File: config.mk
export PLATFORM = sky130hd
export DESIGN_NAME = percent_url_decoder_unit_flat
export DESIGN_NICKNAME = d
export VERILOG_FILES = /design/src/design/pud_pkg.sv /design/src/design/pud_in_if.sv /design/src/design/pud_out_if.sv /design/src/design/pud_front.sv /design/src/design/pud_queue.sv /design/src/design/pud_back.sv /design/src/design/percent_url_decoder_unit.sv /design/src/flat_wrapper.sv
export SDC_FILE = /design/constraint.sdc
export NUM_CORES = 1
export LEC_CHECK = 0
export BUFFER_PORTS_ARGS = -buffer_cell sky130_fd_sc_hd__buf_4
export CORE_MARGIN = 10
export CORE_UTILIZATION = 35
export DETAILED_ROUTE_END_ITERATION = 8
export PLACE_DENSITY = 0.47
export SYNTH_ARGS = -nofsm -noshare
export SYNTH_HDL_FRONTEND = slang
export SYNTH_SLANG_ARGS = --single-unit
File: constraint.sdc
create_clock -name clk -period 4.35 [get_ports clk]
set_input_delay 0 -clock clk [delete_from_list [all_inputs] [get_ports clk]]
set_output_delay 0 -clock clk [all_outputs]
set_load 0.02 [all_outputs]
File: src/design/pud_pkg.sv
// ----------------------------------------------------------------------------
// pud_pkg
// Shared types, character codes and the hex digit decoder used by the
// percent/URL decoder front end, request queue and back end.
// ----------------------------------------------------------------------------
`default_nettype none

package pud_pkg;

  // character codes
  localparam logic [7:0] CH_PERCENT = 8'h25;
  localparam logic [7:0] CH_PLUS    = 8'h2B;
  localparam logic [7:0] CH_SPACE   = 8'h20;

  // reset value of the output limit register
  localparam logic [15:0] MAX_OUT_RESET = 16'd2047;

  // results one request can cause, and queue sizing
  localparam int NRES   = 3;
  localparam int QDEPTH = 4;
  localparam int QAW    = $clog2(QDEPTH);

  // escape tracking phases
  typedef enum logic [1:0] {
    PH_PLAIN = 2'd0,
    PH_PCT   = 2'd1,
    PH_DIGIT = 2'd2
  } phase_t;

  // one result item
  typedef struct packed {
    logic [7:0] value;
    logic       data;
    logic       last;
  } res_t;

  // one queue entry: the results a request causes, before the limit
  typedef struct packed {
    logic [1:0]           num;
    res_t [NRES-1:0]      res;
  } entry_t;

  // decoded hex digit
  typedef struct packed {
    logic       ok;
    logic [3:0] nib;
  } hex_t;

  function automatic hex_t hex_decode(input logic [7:0] c);
    hex_t h;
    h.ok  = 1'b0;
    h.nib = 4'd0;
    if (c >= 8'h30 && c <= 8'h39) begin
      h.ok  = 1'b1;
      h.nib = c[3:0];
    end else if ((c >= 8'h41 && c <= 8'h46) || (c >= 8'h61 && c <= 8'h66)) begin
      h.ok  = 1'b1;
      h.nib = c[3:0] + 4'd9;
    end
    return h;
  endfunction

endpackage

`default_nettype wire

File: src/design/pud_in_if.sv
// ----------------------------------------------------------------------------
// pud_in_if
// Input channel of the decoder: one raw byte or an end-of-string marker.
// ----------------------------------------------------------------------------
`default_nettype none

interface pud_in_if;
  logic       valid;
  logic       ready;
  logic [7:0] in_byte;
  logic       in_end;

  modport source (output valid, output in_byte, output in_end, input ready);
  modport sink   (input valid, input in_byte, input in_end, output ready);
endinterface

`default_nettype wire

File: src/design/pud_out_if.sv
// ----------------------------------------------------------------------------
// pud_out_if
// Output channel of the decoder: one decoded byte or the end marker.
// ----------------------------------------------------------------------------
`default_nettype none

interface pud_out_if;
  logic       valid;
  logic       ready;
  logic [7:0] out_byte;
  logic       out_data;
  logic       out_last;

  modport source (output valid, output out_byte, output out_data, output out_last,
                  input ready);
  modport sink   (input valid, input out_byte, input out_data, input out_last,
                  output ready);
endinterface

`default_nettype wire

File: src/design/pud_front.sv
// ----------------------------------------------------------------------------
// pud_front
// Accepts raw bytes, tracks the percent escape and turns each request into
// a queue entry of up to three results (before the output limit) for each request that yields any.
// ----------------------------------------------------------------------------
`default_nettype none

module pud_front (
  input  wire logic             clk,
  input  wire logic             rst,
  input  wire logic             valid,
  output logic                  ready,
  input  wire logic [7:0]       in_byte,
  input  wire logic             in_end,
  input  wire logic             q_full,
  output logic                  push,
  output pud_pkg::entry_t       push_entry
);

  pud_pkg::phase_t phase, phase_next;
  logic [7:0]      held, held_next;
  pud_pkg::entry_t ent;
  pud_pkg::hex_t   lo, hi;
  logic            accept;

  assign ready  = !q_full;
  assign accept = valid && ready;

  // classify the request and collect its results
  always_comb begin
    logic [1:0] n;
    logic       brk;
    ent        = '0;
    n          = 2'd0;
    brk        = 1'b0;
    phase_next = phase;
    held_next  = held;
    lo         = pud_pkg::hex_decode(in_byte);
    hi         = pud_pkg::hex_decode(held);
    if (in_end) begin
      // flush pending escape, then the end marker
      if (phase == pud_pkg::PH_PCT || phase == pud_pkg::PH_DIGIT) begin
        ent.res[n] = '{value: pud_pkg::CH_PERCENT, data: 1'b1, last: 1'b0};
        n = n + 2'd1;
      end
      if (phase == pud_pkg::PH_DIGIT) begin
        ent.res[n] = '{value: held, data: 1'b1, last: 1'b0};
        n = n + 2'd1;
      end
      ent.res[n] = '{value: 8'h00, data: 1'b0, last: 1'b1};
      n = n + 2'd1;
      phase_next = pud_pkg::PH_PLAIN;
      held_next  = 8'h00;
    end else begin
      case (phase)
        pud_pkg::PH_PCT: begin
          if (lo.ok) begin
            held_next  = in_byte;
            phase_next = pud_pkg::PH_DIGIT;
          end else begin
            ent.res[n] = '{value: pud_pkg::CH_PERCENT, data: 1'b1, last: 1'b0};
            n = n + 2'd1;
            brk = 1'b1;
          end
        end
        pud_pkg::PH_DIGIT: begin
          if (lo.ok) begin
            ent.res[n] = '{value: {hi.nib, lo.nib}, data: 1'b1, last: 1'b0};
            n = n + 2'd1;
            phase_next = pud_pkg::PH_PLAIN;
          end else begin
            ent.res[n] = '{value: pud_pkg::CH_PERCENT, data: 1'b1, last: 1'b0};
            n = n + 2'd1;
            ent.res[n] = '{value: held, data: 1'b1, last: 1'b0};
            n = n + 2'd1;
            brk = 1'b1;
          end
          held_next = lo.ok ? 8'h00 : held;
          if (!lo.ok) held_next = 8'h00;
        end
        default: begin
          brk = 1'b1;
        end
      endcase
      // plain byte handling, also for the byte that broke an escape
      if (brk) begin
        phase_next = pud_pkg::PH_PLAIN;
        if (in_byte == pud_pkg::CH_PERCENT) begin
          phase_next = pud_pkg::PH_PCT;
        end else if (in_byte == pud_pkg::CH_PLUS) begin
          ent.res[n] = '{value: pud_pkg::CH_SPACE, data: 1'b1, last: 1'b0};
          n = n + 2'd1;
        end else begin
          ent.res[n] = '{value: in_byte, data: 1'b1, last: 1'b0};
          n = n + 2'd1;
        end
      end
    end
    ent.num = n;
  end

  assign push       = accept && (ent.num != 2'd0);
  assign push_entry = ent;

  // escape state
  always_ff @(posedge clk) begin
    if (rst) begin
      phase <= pud_pkg::PH_PLAIN;
      held  <= 8'h00;
    end else if (accept) begin
      phase <= phase_next;
      held  <= held_next;
    end
  end

endmodule

`default_nettype wire

File: src/design/pud_queue.sv
// ----------------------------------------------------------------------------
// pud_queue
// Short FIFO of decoded entries between the front end and the back end.
// ----------------------------------------------------------------------------
`default_nettype none

module pud_queue (
  input  wire logic             clk,
  input  wire logic             rst,
  input  wire logic             push,
  input  wire pud_pkg::entry_t  push_entry,
  output logic                  full,
  input  wire logic             pop,
  output logic                  head_valid,
  output pud_pkg::entry_t       head
);

  pud_pkg::entry_t              slots [pud_pkg::QDEPTH];
  logic [pud_pkg::QAW-1:0]      wptr, rptr;
  logic [pud_pkg::QAW:0]        count;

  assign full       = (count == (pud_pkg::QAW+1)'(pud_pkg::QDEPTH));
  assign head_valid = (count != '0);
  assign head       = slots[rptr];

  // entry storage
  always_ff @(posedge clk) begin
    if (push) slots[wptr] <= push_entry;
  end

  // pointers and fill level
  always_ff @(posedge clk) begin
    if (rst) begin
      wptr  <= '0;
      rptr  <= '0;
      count <= '0;
    end else begin
      if (push) wptr <= wptr + 1'b1;
      if (pop)  rptr <= rptr + 1'b1;
      case ({push, pop})
        2'b10:   count <= count + 1'b1;
        2'b01:   count <= count - 1'b1;
        default: count <= count;
      endcase
    end
  end

`ifndef SYNTHESIS
  a_no_push_full: assert property (@(posedge clk) disable iff (rst) full |-> !push)
    else $error("queue written while full");
  a_no_pop_empty: assert property (@(posedge clk) disable iff (rst) pop |-> head_valid)
    else $error("queue read while empty");
  a_count_range: assert property (@(posedge clk) disable iff (rst)
      count <= (pud_pkg::QAW+1)'(pud_pkg::QDEPTH))
    else $error("queue fill level out of range");
`endif

endmodule

`default_nettype wire

File: src/design/pud_back.sv
// ----------------------------------------------------------------------------
// pud_back
// Walks the results of each queue entry, applies the per-string output
// limit and drives the output register.
// ----------------------------------------------------------------------------
`default_nettype none

module pud_back (
  input  wire logic             clk,
  input  wire logic             rst,
  input  wire logic [15:0]      max_out_bytes,
  input  wire logic             head_valid,
  input  wire pud_pkg::entry_t  head,
  output logic                  pop,
  output logic                  out_valid,
  input  wire logic             out_ready,
  output pud_pkg::res_t         out_res
);

  logic [1:0]     sidx;
  logic [15:0]    count;
  pud_pkg::res_t  cur;
  logic           drop, out_free, take, last_slot;

  // current result and its fate
  assign cur       = head.res[sidx];
  assign drop      = cur.data && (count >= max_out_bytes);
  assign out_free  = !out_valid || out_ready;
  assign take      = head_valid && (drop || out_free);
  assign last_slot = (sidx == head.num - 2'd1);
  assign pop       = take && last_slot;

  // slot walk and emitted byte count
  always_ff @(posedge clk) begin
    if (rst) begin
      sidx  <= 2'd0;
      count <= 16'd0;
    end else if (take) begin
      sidx <= last_slot ? 2'd0 : sidx + 2'd1;
      if (cur.last) begin
        count <= 16'd0;
      end else if (!drop && cur.data) begin
        count <= count + 16'd1;
      end
    end
  end

  // output register
  always_ff @(posedge clk) begin
    if (rst) begin
      out_valid <= 1'b0;
    end else if (take && !drop) begin
      out_valid <= 1'b1;
    end else if (out_ready) begin
      out_valid <= 1'b0;
    end
  end

  always_ff @(posedge clk) begin
    if (take && !drop) out_res <= cur;
  end

`ifndef SYNTHESIS
  a_slot_in_range: assert property (@(posedge clk) disable iff (rst)
      head_valid |-> (sidx < head.num))
    else $error("slot index beyond entry");
  a_end_clears: assert property (@(posedge clk) disable iff (rst)
      (take && cur.last) |=> (count == 16'd0))
    else $error("byte count not cleared at end of string");
  a_end_not_dropped: assert property (@(posedge clk) disable iff (rst)
      (take && cur.last) |=> (out_valid && out_res.last))
    else $error("end marker lost");
`endif

endmodule

`default_nettype wire

File: src/design/percent_url_decoder_unit.sv
// ----------------------------------------------------------------------------
// percent_url_decoder_unit
// Streaming URL percent/plus decoder with a per-string output limit.
// ----------------------------------------------------------------------------
// Path: the first result of a request passes through the queue, then the output register.
// Throughput: one request per cycle while each request yields at most one result and
// the output is not stalled; a request yielding k results (k up to 3) holds the back end
// while it walks its result slots one by one, including bytes dropped by the limit.
// Reset (rst, synchronous): escape state, byte count and queue cleared, limit 2047.
`default_nettype none

module percent_url_decoder_unit (
  input  wire logic        clk,
  input  wire logic        rst,
  input  wire logic        cfg_we,
  input  wire logic [15:0] cfg_wdata,
  pud_in_if.sink           in_ch,
  pud_out_if.source        out_ch
);

  logic [15:0]      max_out_bytes;
  logic             q_full, push, pop, head_valid, out_valid;
  pud_pkg::entry_t  push_entry, head;
  pud_pkg::res_t    out_res;

  // limit register
  always_ff @(posedge clk) begin
    if (rst) begin
      max_out_bytes <= pud_pkg::MAX_OUT_RESET;
    end else if (cfg_we) begin
      max_out_bytes <= cfg_wdata;
    end
  end

  // front end: escape tracking
  pud_front u_front (
    .clk        (clk),
    .rst        (rst),
    .valid      (in_ch.valid),
    .ready      (in_ch.ready),
    .in_byte    (in_ch.in_byte),
    .in_end     (in_ch.in_end),
    .q_full     (q_full),
    .push       (push),
    .push_entry (push_entry)
  );

  // request queue
  pud_queue u_queue (
    .clk        (clk),
    .rst        (rst),
    .push       (push),
    .push_entry (push_entry),
    .full       (q_full),
    .pop        (pop),
    .head_valid (head_valid),
    .head       (head)
  );

  // back end: limit and output
  pud_back u_back (
    .clk           (clk),
    .rst           (rst),
    .max_out_bytes (max_out_bytes),
    .head_valid    (head_valid),
    .head          (head),
    .pop           (pop),
    .out_valid     (out_valid),
    .out_ready     (out_ch.ready),
    .out_res       (out_res)
  );

  assign out_ch.valid    = out_valid;
  assign out_ch.out_byte = out_res.value;
  assign out_ch.out_data = out_res.data;
  assign out_ch.out_last = out_res.last;

endmodule

`default_nettype wire
File: src/flat_wrapper.sv
// flat-port wrapper written by rule: the top's interface ports become plain ports
module percent_url_decoder_unit_flat 
  (clk, rst, cfg_we, cfg_wdata, in_ch_valid, in_ch_in_byte, in_ch_in_end, in_ch_ready, out_ch_valid, out_ch_out_byte, out_ch_out_data, out_ch_out_last, out_ch_ready);
  pud_in_if in_ch_i ();
  pud_out_if out_ch_i ();
  input  wire logic clk;
  input  wire logic rst;
  input  wire logic cfg_we;
  input  wire logic [15:0] cfg_wdata;
  input wire logic [$bits(in_ch_i.valid)-1:0] in_ch_valid;
  input wire logic [$bits(in_ch_i.in_byte)-1:0] in_ch_in_byte;
  input wire logic [$bits(in_ch_i.in_end)-1:0] in_ch_in_end;
  output wire logic [$bits(in_ch_i.ready)-1:0] in_ch_ready;
  output wire logic [$bits(out_ch_i.valid)-1:0] out_ch_valid;
  output wire logic [$bits(out_ch_i.out_byte)-1:0] out_ch_out_byte;
  output wire logic [$bits(out_ch_i.out_data)-1:0] out_ch_out_data;
  output wire logic [$bits(out_ch_i.out_last)-1:0] out_ch_out_last;
  input wire logic [$bits(out_ch_i.ready)-1:0] out_ch_ready;
  assign in_ch_i.valid = in_ch_valid;
  assign in_ch_i.in_byte = in_ch_in_byte;
  assign in_ch_i.in_end = in_ch_in_end;
  assign in_ch_ready = in_ch_i.ready;
  assign out_ch_valid = out_ch_i.valid;
  assign out_ch_out_byte = out_ch_i.out_byte;
  assign out_ch_out_data = out_ch_i.out_data;
  assign out_ch_out_last = out_ch_i.out_last;
  assign out_ch_i.ready = out_ch_ready;
  percent_url_decoder_unit u_core (.clk(clk), .rst(rst), .cfg_we(cfg_we), .cfg_wdata(cfg_wdata), .in_ch(in_ch_i), .out_ch(out_ch_i));
endmodule
### After elaboration in Yosys (flattened, before gate mapping)

Memory sizes are Yosys's and may differ from the RTL's. A register that Yosys moved wholly into a read port is not among the register bits.
Index checks and enable logic that the tools add are counted.

* order comparisons: 20
* add/subtract/negate cells: 12
* multiplexer cells: 62
* reduce and logical (&&, ||, !) cells: 35
* bitwise logic cells: 6
* eq/ne operators: 11

Operator list (count)
* 30-bit 2-to-1 mux: 6
* 10-bit 2-to-1 mux: 10
* 30-bit bitwise mux: 2
* 10-bit demux with 2-bit select: 3
* 8-bit by 7-bit >= comparator with 1-bit output, second input constant: 4
* 8-bit by 7-bit <= comparator with 1-bit output, second input constant: 4
* 16-bit 2-to-1 mux: 2
* 8-bit 2-to-1 mux: 4
* 2-bit 2-to-1 mux: 15
* 27-bit bitwise AND: 1
* 27-bit NOT: 1
* 16-bit by 24-bit bitwise AND with 24-bit output: 1
* 24-bit NOT: 1
* 10-bit binary-select mux with 2-bit select: 1
* 10-bit one-hot mux with 2 select lines: 1
* 16-bit by 1-bit adder with 16-bit output, second input constant: 1
* 8-bit by 6-bit equality test with 1-bit output, second input constant: 2
* 16-bit >= comparator: 1
* 8-bit by 6-bit >= comparator with 1-bit output, second input constant: 2
* 8-bit by 6-bit <= comparator with 1-bit output, second input constant: 2
* 1-bit logical AND: 16
* 8-bit one-hot mux with 2 select lines: 1
* 2-bit by 1-bit adder with 2-bit output, second input constant: 6
* 2-bit by 3-bit < comparator with 1-bit output, second input constant: 4
* other kinds (27): 55

* output and inout bits: 12
* RAM bits: 128
* bits of input ports: 30
* memories kept: 1
* register bits: 62

Memories
* u_core.u_queue.slots: words 4, bits a word 32, read ports 1, clocked after memory_dff 1, wr ports 1, line pud_queue.sv:18 `pud_pkg::entry_t slots [pud_pkg::QDEPTH];`

### Longest topological paths before layout

Gate-level depths: netlist of the first run.

* depth in word-level cells: 18
* depth in mapped cells: 19
* mapped depth without buffers: 18

### Cells and area by module

A second synthesis of the first run with hierarchy kept.

* cell total of the unflattened synthesis: 705
* area total of the unflattened synthesis: 9248.9 sq um

By module, submodules not included
* pud_queue: area an instance 5084.9 sq um, cells each 210, times used 1, sequential area each 4023.9 sq um
* pud_back: area an instance 2047.0 sq um, cells each 244, times used 1, sequential area each 680.7 sq um
* pud_front: area an instance 1506.4 sq um, cells each 199, times used 1, sequential area each 200.2 sq um
* percent_url_decoder_unit: area an instance 610.6 sq um, cells each 52, times used 1, sequential area each 320.3 sq um

### Worst setup path after synthesis of the first run

OpenSTA, ideal clock, no wires.

* path kind: input port to flip-flop
* start: in in_ch_in_byte[3]
* end: reg u_core.u_queue.count[2] in the netlist's numbering
* library setup time: 0.070 ns
* arrival time: 3.525 ns
* setup slack: 0.755 ns
* stages on the path: 18
* cell sequence: buf_6 > or4b_1 > a211o_1 > and2_4 > buf_6 > o21a_1 > ha_1 > and3_1 > a21oi_2 > o22ai_2 > o21a_4 > inv_1 > ha_1 > inv_1 > fa_1 > xor2_1 > or3_1 > a21oi_1

RTL lines
* start, declared: line flat_wrapper.sv:11 `input wire logic [$bits(in_ch_i.in_byte)-1:0] in_ch_in_byte;`
* end signal, assigned: line pud_queue.sv:41 `2'b10: count <= count + 1'b1;`
* end signal, assigned: line pud_queue.sv:42 `2'b01: count <= count - 1'b1;`
* end signal, assigned: line pud_queue.sv:43 `default: count <= count;`
* end, declared: line pud_queue.sv:20 `logic [pud_pkg::QAW:0] count;`

==> flow_summary.toml, run 1 <==
[die]
core_area_um2 = 25200
die_height_um = 180
initial_core_util = 0.356
die-area_um2 = 32400
die_x_um = 180
fp-row-count = 58
ios = 42

[grt]
grt_pass1_wl_um = 34200
grt_max_degree = 33
first_global_vias = 6167
antenna_found_initial = 0
track_usage = 0.132
gr-total-overflow = 0

[worst_setup_path]
r2r-start = "u_core.u_front.phase[0]$_SDFFE_PP0P_"
timing.rr.end = "u_core.u_queue.count[2]$_SDFFE_PP0P_"
cp-start-kind = "input port"
arrival_ns = 4.30
critPathKind = "in -> reg"
worstSetupEndpointType = "register"
required_ns = 4.71
crit_fanout = 10
rr_worst_depth = 16
ff2ff_setup_slack_ns = 0.85

[drt]
wl_um = 21200
vias = 5926
drc_errors = 0
ant_nets = 0
initialDrtViolationCount = 407
drtPass1Iterations = 5
wire_per_inst_um = 18.9
viasPerCell = 5.26

[sta]
rsz0062_at_grt = "no"
setup_violations = 0
fin_crit_ns = 3.95
min_period_over_period = 0.907
final-max-slew-violation-count = 0
fmax_ghz = 0.253
tns_ns = 0
layout_setup_ws_ns = 0.403
finalHoldViolCount = 0
slew_headroom = 0.390
finClkSkew_ns = 0.0122
worstMarginPinSlew_ns = 0.914

[synth]
synthCells = 693
synth_top_area_cell = "edfxtp_1"
syn_avg_cell_area_um2 = 12.9
synth_seq_cells = 192
syn_area_um2 = 8960
synth_seq_area_share = 0.583
yosysUniqueCellTypes = 72
yosys-top-cells-area = "edfxtp_1, dfxtp_1, mux4_2, ha_1, nand2_1"
synth_fp_nets = 760
synth_ff_type = "edfxtp_1"
async_reset_ff_frac = 0
synth.top_cell.area_share = 0.462
synth_edf_count = 138
yosysWarnings = 0

[placed_design]
dp_slack_ns = 0.508
gp_congestion = 0.863
port_buffers = 41
dpl.hpwl_um = 14500

[finish]
fill_cells = 2344
layout_commonest_cell = "edfxtp_1"
seqCellArea_um2 = 5230
nets = 850
drive_above_1_share = 0.165
syn_to_final_growth_pct = 19.3
final_cell_mix = "edfxtp_1, nand2_1, buf_4"
n_antenna_cell = 0
multiInputGateArea_um2 = 3420

[power]
ir_drop_mv = 0.225
leakage_nw = 3.81
power_w = 0.00510
power.density_nw_per_um2 = 477

[cts]
max-clock-path-buffers = 2
cts_root_buffer = "clkbuf_16"
clock_latency_ns = 0.43
cts_buffers = 17
htree_levels = 4
clk_pin_slew_ns = 0.08
cts.sinks = 192
cts_resized = 0
cts_tree = "done"
post_cts.repair.setup_buffers = 0

[worst_hold_path]
hold_path_end = "u_core.max_out_bytes[8]$_SDFFE_PP1P_"
hold_start = "cfg_we"
min_path_cells = 2
min_path_type = "in -> reg"

[status]
outcome = "finished clean"

[run]
drv_cap = 0
## critical path, stage by stage
cell and delay [ns]:
dlygate4sd3_1 0.54, buf_4 0.16, or4b_1 0.51, a211o_1 0.36, and2_4 0.23, o21a_1 0.23
ha_1 0.32, and3_1 0.18, a21oi_2 0.11, o22ai_2 0.14, o21a_4 0.28, inv_1 0.05
ha_1 0.17, inv_1 0.06, fa_1 0.37, xor2_1 0.15, or3_1 0.30, a21oi_1 0.14
## power by group
part | switching (W) | total [W] | internal (W) | leakage (nW)
registers | 0.000107 | 0.00233 | 0.00222 | 1.69
logic | 0.000757 | 0.00130 | 0.000544 | 1.84
clock network | 0.000680 | 0.00147 | 0.000794 | 0.282
total | 0.00154 | 0.00510 | 0.00356 | 3.81
## synth_stat cells (all sizes together) (2+ instances only)
cell type / n
a2111oi: 3
a211o: 2
a211oi: 5
a21boi: 9
a21oi: 24
a22o: 5
a31oi: 3
a32o: 3
and2: 14
and3: 14
and4: 2
buf: 17
clkbuf: 18
dfxtp: 54
edfxtp: 138
ha: 36
inv: 41
mux2i: 20
mux4: 32
nand2: 57
nand2b: 7
nand3: 18
nand4: 8
nor2: 36
nor2b: 6
nor3: 9
nor3b: 3
nor4: 2
o2111ai: 3
o211ai: 12
o21a: 7
o21ai: 24
o21bai: 2
o22ai: 2
o2bb2ai: 3
o31ai: 14
or3: 5
or4: 9
or4b: 3
xnor2: 3
xor2: 5
## routing by layer
layer | routed length (um) | track usage | vias to the layer above | share of wire
li1 | - | - | 2807 | -
met1 | 9990 | 0.172 | 3010 | 0.47
met2 | 10300 | 0.216 | 95 | 0.48
met3 | 740 | 0.0281 | 14 | 0.035
met4 | 232 | 0.0367 | 0 | 0.011
met5 | 0 | 0 | - | 0
## cell families after synthesis
logic type,after synthesis,share of synthesized area
compound gates,131,0.103
xor+xnor,8,0.00782
fa+ha+maj,37,0.0525
buf+inv,76,0.0357
flops,192,0.583
mux,53,0.104
simple gates,196,0.113
## cell type report
type | count | area share
clock buffer | 21 | 0.0445
clock inverter | 11 | 0.00726
inverter | 41 | 0.0144
multi-input combinational | 425 | 0.320
sequential | 192 | 0.489
tap | 330 | 0.0386
timing repair buffer | 106 | 0.0866
## stage by stage
| stage | cell area (um^2) | std cells | util | hold WS [ns] |
|---|---|---|---|---|
| after global placement | 9610 | 1042 | 0.382 | 0.217 |
| after detailed placement | 9610 | 1042 | 0.382 | 0.224 |
| final | 10700 | 1126 | 0.424 | 0.0185 |
| after CTS | 10700 | 1126 | 0.424 | 0.00280 |
| after global routing | 10700 | 1126 | 0.424 | 0.0319 |
| after floorplan | 8960 | 693 | - | 0.129 |
## worst max path at each step
stage	start	end	slack, ns	cells past startpoint
2_1_floorplan	in_ch_in_byte[3]	u_core.u_queue.count[2]$_SDFFE_PP0P_	0.75	18
3_3_place_gp	in_ch_in_byte[7]	u_core.u_queue.count[2]$_SDFFE_PP0P_	0.60	17
3_5_place_dp	in_ch_in_byte[7]	u_core.u_queue.count[2]$_SDFFE_PP0P_	0.51	17
4_1_cts	in_ch_in_byte[4]	u_core.u_queue.count[2]$_SDFFE_PP0P_	0.40	18
5_1_grt	in_ch_in_byte[4]	u_core.u_queue.count[2]$_SDFFE_PP0P_	0.18	18
6_report	in_ch_in_byte[4]	u_core.u_queue.count[2]$_SDFFE_PP0P_	0.40	18
## sequential cells by signal (all words and copies together), names as in the netlist, 3 cells and up, named ones only
| register | count |
|---|---|
| u_core.max_out_bytes | 16 |
| u_core.u_back.count | 16 |
| u_core.u_back.out_res | 10 |
| u_core.u_front.held | 8 |
| u_core.u_queue.count | 3 |
| u_core.u_queue.slots | 128 |
## repair_timing
action,4_1_cts,5_1_grt
setup endpoints to repair,0,0
endpoints found under the hold margin,34,0
hold buffers,52,0
No activity file was read; power rests on OpenSTA's default activity.
==> run 2: changes to the inputs <==
--- a/config.mk
+++ b/config.mk
@@ -7,2 +7,3 @@
 export LEC_CHECK = 0
+export ABC_AREA = 1
 export BUFFER_PORTS_ARGS = -buffer_cell sky130_fd_sc_hd__buf_4
==> constraint.sdc (replaced) <==
create_clock -name clk -period 4.35 [get_ports clk]
set_input_delay 0.435 -clock clk [delete_from_list [all_inputs] [get_ports clk]]
set_output_delay 0.435 -clock clk [all_outputs]
set_load 0.02 [all_outputs]
==> run 2 against run 1 <==
Against the previous run: clock skew is 0.014 ns higher; cell count is 20% higher; largest cell class unchanged; count of clock-buffer cells in the layout is 4 lower; fmax is 18% higher; sequential power is 4% higher; register-to-register slack better by 0.27 ns; utilization is 2.3 points lower; critical endpoint unchanged; final area is 0.76% higher.
==> flow_summary.toml, run 2 <==
[grt]
antenna_found_initial = 0
grt_pass1_wl_um = 38300
first_global_vias = 6687
gr-total-overflow = 0
track_usage = 0.145
grt_max_degree = 43

[sta]
fin_crit_ns = 3.35
slew_headroom = 0.318
hold_slack_ns = 0.209
worstMarginPinSlew_ns = 1.01
final-max-slew-violation-count = 0
min_period_over_period = 0.770
rsz0062_at_grt = "no"
finClkSkew_ns = 0.0257
fmax_ghz = 0.299
setup_violations = 0
tns_ns = 0
finalHoldViolCount = 0

[drt]
drtPass1Iterations = 5
viasPerCell = 5.05
wl_um = 24100
wire_per_inst_um = 17.8
ant_nets = 0
vias = 6854
drc_errors = 0
initialDrtViolationCount = 499

[cts]
cts_resized = 0
htree_levels = 4
cts_tree = "done"
cts_root_buffer = "clkbuf_16"
clk_pin_slew_ns = 0.08
cts_buffers = 17
cts_hold_buf = 0
post_cts.repair.setup_buffers = 0
clock_latency_ns = 0.45
max-clock-path-buffers = 2
cts.sinks = 192

[placed_design]
dpl.hpwl_um = 16000
gp_congestion = 0.846
port_buffers = 41

[die]
die_x_um = 185
die-area_um2 = 34000
fp-row-count = 60
core_area_um2 = 26800
ios = 42
die_height_um = 185
initial_core_util = 0.353

[power]
swShare = 0.368
ir_drop_mv = 0.225
leakage_nw = 4.13
pwr-share-seq = 0.413
p_int_w = 0.00370
p_switching_w = 0.00216
power.density_nw_per_um2 = 544
power_frac_clock = 0.287
comb_power_share = 0.300

[synth]
async_reset_ff_frac = 0
yosysUniqueCellTypes = 46
synth_fp_nets = 1035
synthTopCellsByCount = "edfxtp_1, nor2_1, nand2_1"
synth_top_area_cell = "edfxtp_1"
yosysWarnings = 0
yosys-top-cells-area = "edfxtp_1, dfxtp_1, nor2_1, nand2_1, ha_1"
synth_seq_cells = 192
synth_seq_area_share = 0.552
syn_area_um2 = 9470
synth.most_common_cell = "edfxtp_1"
synth_edf_count = 138
synthCells = 968
synth_ff_type = "edfxtp_1"
synth.top_cell.area_share = 0.437
syn_avg_cell_area_um2 = 9.79

[finish]
final_cell_mix = "edfxtp_1, nand2_1, nor2_1"
syn_to_final_growth_pct = 13.7
multiInputGateArea_um2 = 3660
fill_cells = 2638
nets = 1069
layout_commonest_cell = "edfxtp_1"
regMostFlops = "u_core.u_queue.slots"
drive_above_1_share = 0.159
n_antenna_cell = 0
seqCellArea_um2 = 5230
largest_register_ffs = 128
reg_top3 = "u_core.u_queue.slots: 128 flops, u_core.max_out_bytes: 16 flops, u_core.u_back.count: 16 flops"

[worst_setup_path]
cp-start-kind = "input port"
cp_top_family = "adder cells"
critical-path-max-stage-delay_ns = 0.37
required_ns = 4.67
cp_cell_sequence = "buf_4 -> inv_1 -> ha_1 -> o21ai_2 -> nand2_1 -> nand2_2 -> nand2_4 -> nor2_4 -> inv_1 -> ha_1 -> nand2_1 -> nand2_1 -> a21oi_2 -> nand2_2 -> nand2_2 -> ha_1 -> inv_1 -> fa_1 -> a21oi_1 -> o21ai_0 -> o21ai_0 -> a21oi_1"
path_buf_inv = 4
arrival_ns = 3.67
critPathKind = "in -> reg"
crit_fanout = 8
slowest_stage = "fa_1"
worstSetupEndpointType = "register"

[worst_hold_path]
min_path_type = "in -> reg"

[status]
outcome = "finished clean"

[run]
drv_cap = 0
## run 2: power groups by stage
stage	registers, W	logic [W]	clock network (W)
after floorplan	0.00251	0.00118	0
after global placement	0.00246	0.00179	0
after detailed placement	0.00247	0.00179	0
after CTS	0.00242	0.00179	0.00172
after global routing	0.00246	0.00197	0.00179
final	0.00242	0.00176	0.00168
## run 2: cells by family (layout without fill, tap and decap cells)
logic type,after synthesis,after routing,synth area share
buffers and inverters,142,189,0.0656
XOR/XNOR,21,21,0.0194
flip-flops,192,192,0.552
adder cells (fa/ha/maj),37,37,0.0497
AO/OA/AOI/OAI,227,227,0.145
AND/OR/NAND/NOR,349,349,0.169
## run 2: path summary, 6_finish.rpt
check                                          to  cells after the start  slack, ns                                 start
max reg2reg  u_core.u_queue.count[2]$_SDFFE_PP0P_                     18       1.12  u_core.u_front.phase[0]$_SDFFE_PP0P_
max          u_core.u_queue.count[2]$_SDFFE_PP0P_                     22       1.00                      in_ch_in_byte[0]
min          u_core.max_out_bytes[4]$_SDFFE_PP1P_                      3       0.21                          cfg_wdata[4]
min reg2reg  u_core.u_queue.count[0]$_SDFFE_PP0P_                      1       0.46  u_core.u_queue.count[0]$_SDFFE_PP0P_
## run 2: layout make-up
cell class              instances  area share
clock buffers                  17      0.0395
well taps                     341      0.0396
flip-flops and latches        192       0.485
inverters                     101      0.0354
multi-input cells             634       0.339
clock inverters                15      0.0204
repair buffers                 56      0.0402
## run 2: metal layers
metal | share of wire | vias up | GRT usage | wire length, um
met2 | 0.45 | 139 | 0.223 | 10900
met1 | 0.50 | 3276 | 0.207 | 12100
met5 | 0 | - | 0 | 0
met4 | 0.0086 | 0 | 0.0351 | 206
li1 | - | 3424 | - | -
met3 | 0.037 | 15 | 0.0232 | 881
## run 2: stage by stage
stage | power (W) | area [um^2] | util | setup slack [ns] | instances
floorplan | 0.00369 | 9470 | - | 0.584 | 968
global placement | 0.00426 | 10100 | 0.378 | 0.654 | 1324
detailed placement | 0.00425 | 10100 | 0.378 | 0.583 | 1324
CTS | 0.00594 | 10800 | 0.402 | 1.05 | 1356
global route | 0.00622 | 10800 | 0.402 | 0.640 | 1356
finish | 0.00586 | 10800 | 0.402 | 1.00 | 1356
## run 2: worst reg2reg max path: stages (launching register included)
cell and delay (ns):
dfxtp_1 0.33, inv_1 0.08, ha_1 0.24, inv_1 0.13, nor2_4 0.19, inv_1 0.16, ha_1 0.30, nand2_1 0.07
nand2_1 0.06, a21oi_2 0.18, nand2_2 0.11, nand2_2 0.21, ha_1 0.19, inv_1 0.06, fa_1 0.37, a21oi_1 0.14
o21ai_0 0.11, o21ai_0 0.15, a21oi_1 0.05
